## config.mk

```make
export PLATFORM = sky130hd
export DESIGN_NAME = bresenham_two_motor_stepper
export DESIGN_NICKNAME = d
export VERILOG_FILES = /design/src/hw/rtl/btms_pkg.sv /design/src/hw/rtl/bresenham_two_motor_stepper.sv /design/src/hw/rtl/btms_input_stage.sv /design/src/hw/rtl/btms_step_core.sv /design/src/hw/rtl/btms_result_queue.sv
export SDC_FILE = /design/constraint.sdc
export NUM_CORES = 1
export LEC_CHECK = 0
export BUFFER_PORTS_ARGS = -buffer_cell sky130_fd_sc_hd__buf_4
export CORE_AREA = 5 5 208 190
export CTS_CLUSTER_SIZE = 24
export DETAILED_ROUTE_END_ITERATION = 16
export DIE_AREA = 0 0 213 195
export GPL_ROUTABILITY_DRIVEN = 0
export PLACE_DENSITY = 0.71
export SYNTH_ARGS = -nofsm -noshare
export SYNTH_HDL_FRONTEND = slang
export SYNTH_SLANG_ARGS = --single-unit
```

## constraint.sdc

```tcl
create_clock -name clk -period 22.1 [get_ports clk]
set_input_delay 2.21 -clock clk [delete_from_list [all_inputs] [get_ports clk]]
set_output_delay 2.21 -clock clk [all_outputs]
set_load 0.01 [all_outputs]
```

## src/hw/rtl/btms_pkg.sv

```systemverilog
// ----------------------------------------------------------------------------
// btms_pkg
// shared types and constants of the two-motor line stepper
// ----------------------------------------------------------------------------
package btms_pkg;

    localparam int COORD_BITS_DEFAULT = 14;
    localparam int POS_BITS           = 18;
    localparam int SPAN_BITS          = 19;
    localparam int ERR_BITS           = 20;
    localparam int SPU_BITS           = 4;
    localparam logic [SPU_BITS-1:0] SPU_RESET = 4'd2;

    localparam int QUEUE_DEPTH = 4;
    localparam int QPTR_BITS   = $clog2(QUEUE_DEPTH);
    localparam int QCNT_BITS   = $clog2(QUEUE_DEPTH + 1);

    localparam logic FUNC_MOVE = 1'b0;
    localparam logic FUNC_TICK = 1'b1;

    typedef struct packed {
        logic step_pulse;
        logic motor1_cw;
        logic motor2_cw;
        logic last_of_run;
        logic move_done;
        logic rejected;
    } btms_res_t;

    typedef struct packed {
        logic                       valid;
        logic                       func;
        logic signed [POS_BITS-1:0] tx;
        logic signed [POS_BITS-1:0] ty;
    } btms_item_t;

    typedef struct packed {
        logic      push0;
        logic      push1;
        btms_res_t row0;
        btms_res_t row1;
    } btms_push_t;

    // direction pair for one step on an axis
    function automatic btms_res_t btms_step_row(input logic on_y, input logic neg);
        btms_res_t r;
        r            = '0;
        r.step_pulse = 1'b1;
        if (on_y)
        begin
            r.motor1_cw = neg;
            r.motor2_cw = !neg;
        end
        else
        begin
            r.motor1_cw = !neg;
            r.motor2_cw = !neg;
        end
        return r;
    endfunction

endpackage

```

## src/hw/rtl/bresenham_two_motor_stepper.sv

```systemverilog
// ----------------------------------------------------------------------------
// bresenham_two_motor_stepper
// two-motor pen plotter line stepper, one Bresenham iteration per tick
// ----------------------------------------------------------------------------
// Usage:
// - cmd channel: func selects a move (target_x/target_y in plot units) or a
//   step tick; a request is taken when cmd_valid is high and cmd_stall low
// - res channel: step and status rows, each taken on res_valid high and
//   res_stall low; last_of_run marks the final row of an input request
// - cfg_wr_en/cfg_wr_data write steps_per_unit; write only while idle
// - a taken request is held in the input register until the core takes it
//   while the queue has room; its rows are written to the result queue and
//   are offered on res_valid from there
// - one request per cycle is taken while the result queue has room for two
//   rows; a tick that steps both axes gives two rows, and the single result
//   port drains one row a cycle when not stalled; such ticks fill the queue
// - moves and rejected moves give at most one row, 1 per cycle if unstalled
// - reset clears the pen position to the origin, leaves the block idle with
//   an empty queue and sets steps_per_unit to 2
// - while res_stall is high the head row holds; the queue fills and then
//   cmd_stall rises, so no row is lost
// ----------------------------------------------------------------------------
module bresenham_two_motor_stepper
    import btms_pkg::*;
#(
    parameter int COORD_BITS = COORD_BITS_DEFAULT
)
(
    input  logic                         clk,
    input  logic                         rst_n,
    input  logic                         cfg_wr_en,
    input  logic [SPU_BITS-1:0]          cfg_wr_data,
    input  logic                         cmd_valid,
    output logic                         cmd_stall,
    input  logic                         func,
    input  logic signed [COORD_BITS-1:0] target_x,
    input  logic signed [COORD_BITS-1:0] target_y,
    output logic                         res_valid,
    input  logic                         res_stall,
    output logic                         step_pulse,
    output logic                         motor1_cw,
    output logic                         motor2_cw,
    output logic                         last_of_run,
    output logic                         move_done,
    output logic                         rejected
);

    btms_item_t item;
    btms_push_t push;
    btms_res_t  head;
    logic       take;
    logic       room;

    btms_input_stage #(
        .COORD_BITS (COORD_BITS)
    ) u_input (
        .clk         (clk),
        .rst_n       (rst_n),
        .cfg_wr_en   (cfg_wr_en),
        .cfg_wr_data (cfg_wr_data),
        .cmd_valid   (cmd_valid),
        .cmd_stall   (cmd_stall),
        .func        (func),
        .target_x    (target_x),
        .target_y    (target_y),
        .take        (take),
        .item        (item)
    );

    btms_step_core u_core (
        .clk   (clk),
        .rst_n (rst_n),
        .item  (item),
        .room  (room),
        .take  (take),
        .push  (push)
    );

    btms_result_queue u_queue (
        .clk       (clk),
        .rst_n     (rst_n),
        .push      (push),
        .room      (room),
        .res_valid (res_valid),
        .res_stall (res_stall),
        .head      (head)
    );

    assign step_pulse  = head.step_pulse;
    assign motor1_cw   = head.motor1_cw;
    assign motor2_cw   = head.motor2_cw;
    assign last_of_run = head.last_of_run;
    assign move_done   = head.move_done;
    assign rejected    = head.rejected;

endmodule

```

## src/hw/rtl/btms_input_stage.sv

```systemverilog
// ----------------------------------------------------------------------------
// btms_input_stage
// request register with target scaling and the steps-per-unit register
// ----------------------------------------------------------------------------
module btms_input_stage
    import btms_pkg::*;
#(
    parameter int COORD_BITS = COORD_BITS_DEFAULT
)
(
    input  logic                         clk,
    input  logic                         rst_n,
    input  logic                         cfg_wr_en,
    input  logic [SPU_BITS-1:0]          cfg_wr_data,
    input  logic                         cmd_valid,
    output logic                         cmd_stall,
    input  logic                         func,
    input  logic signed [COORD_BITS-1:0] target_x,
    input  logic signed [COORD_BITS-1:0] target_y,
    input  logic                         take,
    output btms_item_t                   item
);

    localparam int PROD_W = (COORD_BITS + SPU_BITS + 1 > POS_BITS) ?
                            (COORD_BITS + SPU_BITS + 1) : POS_BITS;

    logic [SPU_BITS-1:0]        spu_reg;
    logic                       valid_reg;
    logic                       func_reg;
    logic signed [POS_BITS-1:0] tx_reg;
    logic signed [POS_BITS-1:0] ty_reg;

    logic                     load;
    logic signed [PROD_W-1:0] spu_ext;
    logic signed [PROD_W-1:0] tx_ext;
    logic signed [PROD_W-1:0] ty_ext;
    logic signed [PROD_W-1:0] tx_prod;
    logic signed [PROD_W-1:0] ty_prod;

    assign cmd_stall = valid_reg && !take;
    assign load      = cmd_valid && !cmd_stall;

    assign spu_ext = PROD_W'({1'b0, spu_reg});
    assign tx_ext  = PROD_W'(target_x);
    assign ty_ext  = PROD_W'(target_y);
    assign tx_prod = tx_ext * spu_ext;
    assign ty_prod = ty_ext * spu_ext;

    always_ff @(posedge clk or negedge rst_n)
    begin
        if (!rst_n)
        begin
            spu_reg   <= SPU_RESET;
            valid_reg <= 1'b0;
        end
        else
        begin
            if (cfg_wr_en)
            begin
                spu_reg <= cfg_wr_data;
            end
            if (load)
            begin
                valid_reg <= 1'b1;
            end
            else if (take)
            begin
                valid_reg <= 1'b0;
            end
        end
    end

    // scaled target wraps to the position width
    always_ff @(posedge clk)
    begin
        if (load)
        begin
            func_reg <= func;
            tx_reg   <= tx_prod[POS_BITS-1:0];
            ty_reg   <= ty_prod[POS_BITS-1:0];
        end
    end

    assign item.valid = valid_reg;
    assign item.func  = func_reg;
    assign item.tx    = tx_reg;
    assign item.ty    = ty_reg;

endmodule

```

## src/hw/rtl/btms_step_core.sv

```systemverilog
// ----------------------------------------------------------------------------
// btms_step_core
// line set-up and one Bresenham iteration per tick, pen position tracking
// ----------------------------------------------------------------------------
module btms_step_core
    import btms_pkg::*;
(
    input  logic       clk,
    input  logic       rst_n,
    input  btms_item_t item,
    input  logic       room,
    output logic       take,
    output btms_push_t push
);

    logic signed [POS_BITS-1:0]  pos_x_reg, pos_x_next;
    logic signed [POS_BITS-1:0]  pos_y_reg, pos_y_next;
    logic signed [ERR_BITS-1:0]  err_reg, err_next;
    logic [POS_BITS-1:0]         left_reg, left_next;
    logic [SPAN_BITS-1:0]        minc_reg, minc_next;
    logic [SPAN_BITS-1:0]        mspan_reg, mspan_next;
    logic                        xneg_reg, xneg_next;
    logic                        yneg_reg, yneg_next;
    logic                        ymaj_reg, ymaj_next;
    logic                        busy_reg, busy_next;

    logic signed [SPAN_BITS-1:0] dx;
    logic signed [SPAN_BITS-1:0] dy;
    logic [SPAN_BITS-1:0]        ax_w;
    logic [SPAN_BITS-1:0]        ay_w;
    logic [POS_BITS-1:0]         ax;
    logic [POS_BITS-1:0]         ay;
    logic [POS_BITS-1:0]         lo;
    logic [POS_BITS-1:0]         sh;
    logic signed [ERR_BITS-1:0]  err_add;
    logic                        minor_take;
    logic                        finish;
    logic                        x_step;
    logic                        y_step;
    btms_res_t                   row_maj;
    btms_res_t                   row_min;
    btms_res_t                   row_flag;

    assign take = item.valid && room;

    // set-up arithmetic
    assign dx   = {item.tx[POS_BITS-1], item.tx} - {pos_x_reg[POS_BITS-1], pos_x_reg};
    assign dy   = {item.ty[POS_BITS-1], item.ty} - {pos_y_reg[POS_BITS-1], pos_y_reg};
    assign ax_w = dx[SPAN_BITS-1] ? SPAN_BITS'(-dx) : SPAN_BITS'(dx);
    assign ay_w = dy[SPAN_BITS-1] ? SPAN_BITS'(-dy) : SPAN_BITS'(dy);
    assign ax   = ax_w[POS_BITS-1:0];
    assign ay   = ay_w[POS_BITS-1:0];
    assign lo   = (ax >= ay) ? ax : ay;
    assign sh   = (ax >= ay) ? ay : ax;

    // iteration arithmetic
    assign err_add    = err_reg + $signed({1'b0, minc_reg});
    assign minor_take = !err_add[ERR_BITS-1] && (err_add != '0);
    assign finish     = (left_reg == POS_BITS'(1));
    assign x_step     = !ymaj_reg || minor_take;
    assign y_step     = ymaj_reg || minor_take;

    always_comb
    begin
        row_maj = btms_step_row(ymaj_reg, ymaj_reg ? yneg_reg : xneg_reg);
        row_min = btms_step_row(!ymaj_reg, ymaj_reg ? xneg_reg : yneg_reg);
        row_flag = '0;
        row_flag.last_of_run = 1'b1;

        pos_x_next = pos_x_reg;
        pos_y_next = pos_y_reg;
        err_next   = err_reg;
        left_next  = left_reg;
        minc_next  = minc_reg;
        mspan_next = mspan_reg;
        xneg_next  = xneg_reg;
        yneg_next  = yneg_reg;
        ymaj_next  = ymaj_reg;
        busy_next  = busy_reg;
        push       = '0;

        if (take)
        begin
            if (item.func == FUNC_MOVE)
            begin
                if (busy_reg)
                begin
                    push.push0         = 1'b1;
                    push.row0          = row_flag;
                    push.row0.rejected = 1'b1;
                end
                else if (lo == '0)
                begin
                    push.push0          = 1'b1;
                    push.row0           = row_flag;
                    push.row0.move_done = 1'b1;
                end
                else
                begin
                    xneg_next  = dx[SPAN_BITS-1];
                    yneg_next  = dy[SPAN_BITS-1];
                    ymaj_next  = (ax < ay);
                    err_next   = ERR_BITS'(0) - ERR_BITS'({1'b0, lo});
                    mspan_next = {lo, 1'b0};
                    minc_next  = {sh, 1'b0};
                    left_next  = lo;
                    busy_next  = 1'b1;
                end
            end
            else if (busy_reg)
            begin
                left_next = left_reg - POS_BITS'(1);
                busy_next = !finish;
                err_next  = minor_take ? (err_add - $signed({1'b0, mspan_reg})) : err_add;
                if (x_step)
                begin
                    pos_x_next = xneg_reg ? (pos_x_reg - POS_BITS'(1))
                                          : (pos_x_reg + POS_BITS'(1));
                end
                if (y_step)
                begin
                    pos_y_next = yneg_reg ? (pos_y_reg - POS_BITS'(1))
                                          : (pos_y_reg + POS_BITS'(1));
                end
                push.push0 = 1'b1;
                push.row0  = row_maj;
                // flags go on the last row of the tick
                if (minor_take)
                begin
                    push.push1            = 1'b1;
                    push.row1             = row_min;
                    push.row1.last_of_run = 1'b1;
                    push.row1.move_done   = finish;
                end
                else
                begin
                    push.row0.last_of_run = 1'b1;
                    push.row0.move_done   = finish;
                end
            end
        end
    end

    always_ff @(posedge clk or negedge rst_n)
    begin
        if (!rst_n)
        begin
            pos_x_reg <= '0;
            pos_y_reg <= '0;
            err_reg   <= '0;
            left_reg  <= '0;
            minc_reg  <= '0;
            mspan_reg <= '0;
            xneg_reg  <= 1'b0;
            yneg_reg  <= 1'b0;
            ymaj_reg  <= 1'b0;
            busy_reg  <= 1'b0;
        end
        else
        begin
            pos_x_reg <= pos_x_next;
            pos_y_reg <= pos_y_next;
            err_reg   <= err_next;
            left_reg  <= left_next;
            minc_reg  <= minc_next;
            mspan_reg <= mspan_next;
            xneg_reg  <= xneg_next;
            yneg_reg  <= yneg_next;
            ymaj_reg  <= ymaj_next;
            busy_reg  <= busy_next;
        end
    end

endmodule

```

## src/hw/rtl/btms_result_queue.sv

```systemverilog
// ----------------------------------------------------------------------------
// btms_result_queue
// small result queue taking up to two rows a cycle and giving one when not stalled
// ----------------------------------------------------------------------------
module btms_result_queue
    import btms_pkg::*;
(
    input  logic       clk,
    input  logic       rst_n,
    input  btms_push_t push,
    output logic       room,
    output logic       res_valid,
    input  logic       res_stall,
    output btms_res_t  head
);

    btms_res_t            q_reg [QUEUE_DEPTH];
    logic [QPTR_BITS-1:0] wr_ptr_reg, wr_ptr_next;
    logic [QPTR_BITS-1:0] rd_ptr_reg, rd_ptr_next;
    logic [QCNT_BITS-1:0] count_reg, count_next;
    logic [QPTR_BITS-1:0] wr_ptr_inc;
    logic                 pop;

    assign res_valid  = (count_reg != '0);
    assign pop        = res_valid && !res_stall;
    assign head       = q_reg[rd_ptr_reg];
    // room for the two rows a tick may bring
    assign room       = (count_reg <= QCNT_BITS'(QUEUE_DEPTH - 2));
    assign wr_ptr_inc = wr_ptr_reg + QPTR_BITS'(1);

    always_comb
    begin
        wr_ptr_next = wr_ptr_reg;
        rd_ptr_next = rd_ptr_reg;
        count_next  = count_reg;
        if (push.push0)
        begin
            wr_ptr_next = push.push1 ? (wr_ptr_reg + QPTR_BITS'(2)) : wr_ptr_inc;
            count_next  = count_next + (push.push1 ? QCNT_BITS'(2) : QCNT_BITS'(1));
        end
        if (pop)
        begin
            rd_ptr_next = rd_ptr_reg + QPTR_BITS'(1);
            count_next  = count_next - QCNT_BITS'(1);
        end
    end

    always_ff @(posedge clk or negedge rst_n)
    begin
        if (!rst_n)
        begin
            wr_ptr_reg <= '0;
            rd_ptr_reg <= '0;
            count_reg  <= '0;
        end
        else
        begin
            wr_ptr_reg <= wr_ptr_next;
            rd_ptr_reg <= rd_ptr_next;
            count_reg  <= count_next;
        end
    end

    always_ff @(posedge clk)
    begin
        if (push.push0)
        begin
            q_reg[wr_ptr_reg] <= push.row0;
        end
        if (push.push1)
        begin
            q_reg[wr_ptr_inc] <= push.row1;
        end
    end

endmodule

```

Word-level counts from Yosys, hierarchy flattened:

Memory sizes are Yosys's and may differ from the RTL's.
Index checks and enable logic that the tools add are counted.

* memories: 1
* word-level logic and storage cells: 117
* input bits: 38
* memory bits (writable): 24
* output and inout port bits: 8
* flip-flop bits (word level): 163

Memories
* u_queue.q_reg: words 4, width 6, rd ports 1, clocked after Yosys merged registers in 0, write ports 2, line btms_result_queue.sv:17 `btms_res_t q_reg [QUEUE_DEPTH];`

* equal/unequal tests: 4
* $mul: 2
* add/subtract/negate cells: 17
* muxes and demuxes: 46
* reductions and logical operators: 23
* bitwise logic cells: 3
* magnitude comparators: 3

Operators by type and width (count)
* 18-bit two-way mux: 10
* 20-bit two-way mux: 5
* 18-bit by 18-bit subtractor with 19-bit output: 2
* 18-bit by 2-bit adder with 18-bit output (second input constant): 2
* 14-bit by 5-bit multiplier with 18-bit output: 2
* 18-bit negation: 2
* 18-bit by 2-bit subtractor with 18-bit output (second input constant): 2
* 14-bit two-way mux: 2
* 6-bit two-way mux: 4
* 20-bit adder: 1
* 20-bit nonzero test: 1
* 20-bit subtractor: 1
* 1-bit by 18-bit subtractor with 19-bit output (first input constant): 1
* 18-bit by 1-bit equality test with 1-bit output (second input constant): 1
* 18-bit greater-or-equal comparator: 1
* 18-bit logical NOT: 1
* 18-bit less-than comparator: 1
* 18-bit by 1-bit subtractor with 18-bit output (second input constant): 1
* 1-bit two-way mux: 17
* 4-bit AND reduction: 4
* 2-bit two-way mux: 5
* 3-bit two-way mux: 3
* 1-bit logical NOT: 8
* 1-bit logical AND: 5
* other kinds (11): 16

Longest topological paths before layout:

* word-level depth: 15
* gate-level depth with buffers: 37
* mapped depth without buffers: 35

Modules after synthesis:

A second synthesis with hierarchy kept.

* cell total of the unflattened synthesis: 2280
* area, all modules: 19636.3 sq um

By module, submodules not included
* btms_step_core: seq. area each 2852.7 sq um, instances 1, area each 12610.8 sq um, cells an instance 1624
* btms_input_stage: seq. area each 1237.4 sq um, instances 1, area each 5365.1 sq um, cells an instance 549
* btms_result_queue: seq. area each 895.9 sq um, instances 1, area each 1660.3 sq um, cells an instance 107

Least setup slack after synthesis:

OpenSTA, ideal clock, no wires.

* path type: register to register
* from: register u_input.ty_reg[0]
* to: register u_queue.count_reg[2]
* stages on the path, launching flop included: 36
* setup slack: 14.314 ns
* path buffers: 3
* arrival: 7.658 ns
* period minus slack after synthesis: 7.786 ns
* setup time: 0.128 ns
* data required time: 21.972 ns
* cell sequence: edfxtp_1 inv_1 ha_1 inv_1 fa_1 a21o_1 a311o_1 a2111oi_0 a311oi_1 a21oi_1 nand2_1 o31ai_1 xor2_1 inv_1 ha_1 nand4_1 or2_2 a21oi_1 a2111oi_0 and2_1 clkbuf_1 clkbuf_1 clkbuf_1 a21boi_0 inv_1 ha_1 nand2_1 nor4b_1 nor2_1 nor4_4 o211ai_4 o31ai_4 mux2i_1 ha_1 nand2_1 xor2_1

* word-level cells in the longest chain between the ends: 13

RTL lines
* from (decl): line btms_input_stage.sv:31 `logic signed [POS_BITS-1:0] ty_reg;`
* from (signal assigned): line btms_input_stage.sv:80 `ty_reg <= ty_prod[POS_BITS-1:0];`
* 18-bit by 18-bit subtractor with 19-bit output *: line btms_step_core.sv:48 `assign dy = {item.ty[POS_BITS-1], item.ty} - {pos_y_reg[POS_BITS-1], pos_y_reg};`
* 18-bit negation: line btms_step_core.sv:50 `assign ay_w = dy[SPAN_BITS-1] ? SPAN_BITS'(-dy) : SPAN_BITS'(dy);`
* 18-bit two-way mux *: line btms_step_core.sv:50
* 18-bit greater-or-equal comparator: line btms_step_core.sv:53 `assign lo = (ax >= ay) ? ax : ay;`
* 18-bit two-way mux *: line btms_step_core.sv:53
* 18-bit logical NOT *: line btms_step_core.sv:92 `else if (lo == '0)`
* 1-bit two-way mux *: line btms_step_core.sv:92
* 1-bit two-way mux *: line btms_step_core.sv:86 `if (busy_reg)`
* 1-bit two-way mux *: line btms_step_core.sv:84 `if (item.func == FUNC_MOVE)`
* 14-bit two-way mux *: line btms_step_core.sv:82 `if (take)`
* 3-bit two-way mux *: line btms_result_queue.sv:36 `if (push.push0)`
* 3-bit by 1-bit subtractor with 3-bit output: line btms_result_queue.sv:44 `count_next = count_next - QCNT_BITS'(1);`
* 3-bit two-way mux *: line btms_result_queue.sv:41 `if (pop)`
* net u_queue.count_next[2]: line btms_result_queue.sv:20 `logic [QCNT_BITS-1:0] count_reg, count_next;`
* to (signal assigned): line btms_result_queue.sv:60 `count_reg <= count_next;`
* to (decl): line btms_result_queue.sv:20

The timed path passes the listed nets; every way through them passes the cells marked *.
A chain may end at the register's enable or synchronous reset.

Worst setup path after layout:

* from: register u_core.pos_y_reg[0]
* to: register u_queue.count_reg[2]

* word-level cells in the longest chain between the ends: 13

RTL lines
* from (decl): line btms_step_core.sv:17 `logic signed [POS_BITS-1:0] pos_y_reg, pos_y_next;`
* from (signal assigned): line btms_step_core.sv:162 `pos_y_reg <= pos_y_next;`
* 18-bit by 18-bit subtractor with 19-bit output *: line btms_step_core.sv:48
* 18-bit negation: line btms_step_core.sv:50
* 18-bit two-way mux *: line btms_step_core.sv:50
* 18-bit greater-or-equal comparator: line btms_step_core.sv:53
* 18-bit two-way mux *: line btms_step_core.sv:53
* 18-bit logical NOT *: line btms_step_core.sv:92
* 1-bit two-way mux *: line btms_step_core.sv:92
* 1-bit two-way mux *: line btms_step_core.sv:86
* 1-bit two-way mux *: line btms_step_core.sv:84
* 14-bit two-way mux *: line btms_step_core.sv:82
* 3-bit two-way mux *: line btms_result_queue.sv:36
* 3-bit by 1-bit subtractor with 3-bit output: line btms_result_queue.sv:44
* 3-bit two-way mux *: line btms_result_queue.sv:41
* net u_queue.count_next[2]: line btms_result_queue.sv:20

Marks and branches as above.

==> metrics.txt <==
Routed WL=50100 um; FF-to-FF setup slack=around 13000 ps; Inserted Clock Buffers=17; htree depth=4; Max Cap Viol=0; synth top area cells=dfrtp_1 16%, ha_1 13%, edfxtp_1 8.5%; Root Driver=clkbuf_16; Avg Inst Size Synth=8.32 um^2; Synth Net Count=between 2k and 3k; Synth Register Bits=187; total gr overflow=0; Tot GR Track Use=between 20% and 30%; Slowest cell on crit path=nor3_1; Post-Synthesis Cells=around 2.4k; unrepaired setup endpoints after global routing=false; sequential share of the synthesized area=around 25%; Slew HR=between 20% and 30%; setup TNS=0 ps; Crit Path Category=register to register; status=completed; Setup Fix Bufs, Post-CTS=0; worst slew pin tran=roughly 1100 ps; width of the die=~210 um; CP dominant cell by count=ha_1; CTS resizes=0; Reg clk slew, reported paths=around 80 ps; drt drc=0; Worst path max stage delay=about 590 ps; crit path launch type=register; synth unique cells=99; Clock Skews=just under 20 ps; effective utilization at floorplan=a little over half; DRT antenna net count=0; number of flip-flops in the largest register=24; synth cell count leaders=266 x inv_1, 236 x nand2_1, 206 x ha_1; WHS Endpoint=u_core.err_reg[11]; # diodes=0; Longest Clk Path Bufs=2; Synth Flop Type=dfrtp_1; Slew Limit Fails=0; initial antenna violation count=0; Hold Path Cell Cnt=1; largest net degree at the start of global routing=71; Clk Latency, worst-skew pair=460 ps; critical path required time=approximately 22000 ps; fraction of layout cells with a size suffix above 1=about 6.0%; post-synth top area share=between 10% and 20%; CP max FO=51; cts hold-fix bufs=0; global-route wire length before repair=around 83000 um; CP endpoint kind=register; Post-synth EDFFs=57; Final Hold Fails=0; Yosys top cell by area=dfrtp_1; # port buffers=45; fin crit share=41.4%; top-count cell post-synth=inv_1; Wirelength per Cell=between 15 and 20 um; asr flop ratio synth=between 60% and 70%; First-pass DRT Iterations=5; detailed placement HPWL=between 30000 and 40000 um; TritonCTS clock tree=done; final setup margin=~13000 ps; Sink Count=187; Synth warnings=0; WP data arrival=approximately 9500 ps; synthesized area=between 20000 and 25000 um^2; minimum clock period=~9100 ps; Worst Hold Class=register to register; number of global-route vias before repair=around 17k; row count=67; via count=roughly 17k; vias per cell=between 5 and 6; Hold Crit Start=u_core.err_reg[11]; die area=~42000 um^2; Ports=between 40 and 50; drt first-iter violations=~1.7k; r2r endpoint=u_queue.count_reg[2]; die height=roughly 200 um; Max Freq=0.109 GHz; reg2reg start=u_core.pos_y_reg[0]; Placement Setup Slack=around 13000 ps; R2R cell count=32; synth-to-layout area growth=6.13%; Core Region=37000 um^2; nets@finish=2699; Final setup viols=0
==> through the flow <==
stage                     area, um^2  std cells  hold WS, ps  utilization, %
after floorplan                20000       2410          435               -
after global placement         20700       2857          457            56.0
after detailed placement       20700       2857          458            56.0
after CTS                      21300       2889          474            57.5
after global routing           21300       2889          506            57.5
final                          21300       2889          486            57.5
==> how the worst max path moves through the flow <==
stage | start | endpoint | slack, ps | cells past startpoint
global route | u_core.pos_y_reg[0] | u_queue.count_reg[2] | 12260 | 32
floorplan | u_input.ty_reg[0] | u_queue.count_reg[2] | 14310 | 35
finish | u_core.pos_y_reg[0] | u_queue.count_reg[2] | 12950 | 32
CTS | u_core.pos_y_reg[0] | u_queue.count_reg[2] | 13130 | 32
detailed placement | u_core.pos_y_reg[0] | u_queue.count_reg[2] | 13180 | 32
global placement | u_input.ty_reg[0] | u_queue.count_reg[2] | 13630 | 33
==> placed cells by master, fill, tap and decap left out, drive strengths merged, types with 42 or more instances in the layout <==
cell	netlist	final
ha	206	206
fa	62	62
buf	18	57
a21oi	180	180
a21o	42	42
xor2	49	49
nor3	51	51
xnor2	111	111
o21ai	171	171
inv	266	270
nand2	236	236
and2	92	92
edfxtp	57	57
nor2	149	149
dfrtp	125	125
nand3	44	44
==> critical path, delay by kind of cell, from the launching register on <==
family / cells / cell delay [ps]
simple gates: 10 / 2410
flops: 1 / 410
mux: 1 / 350
xor+xnor: 2 / 500
buf+inv: 4 / 730
fa+ha+maj: 5 / 1460
compound gates: 10 / 3150
==> metal layers <==
layer | share of wire [%] | routed length (um) | vias up | track usage, %
met5 | 0 | 0 | - | 0
met4 | 2.2 | 1090 | 0 | 6.90
met3 | 6.5 | 3250 | 62 | 3.72
met2 | 46 | 23200 | 536 | 38.6
met1 | 45 | 22500 | 8212 | 33.7
li1 | - | - | 8442 | -
==> kinds of logic after synthesis <==
kind of cell / after synthesis / synth area share [%]
AND/OR/NAND/NOR: 726 / 17.8
AO/OA/AOI/OAI: 656 / 21.4
buffers and inverters: 361 / 6.91
adder cells (fa/ha/maj): 268 / 19.1
flip-flops: 187 / 24.7
XOR/XNOR: 160 / 7.07
multiplexers: 52 / 3.11
==> area by class of cell <==
cell class	count	area, um^2
clock buffers	22	485
clock inverters	10	81.3
fillers	3278	15700
inverters	268	1010
multi-input cells	1862	13700
flip-flops and latches	187	4950
well taps	483	604
repair buffers	57	432
Power is not shown: default switching activity piles up to over one toggle a cycle in this logic, so the estimate is an artifact.
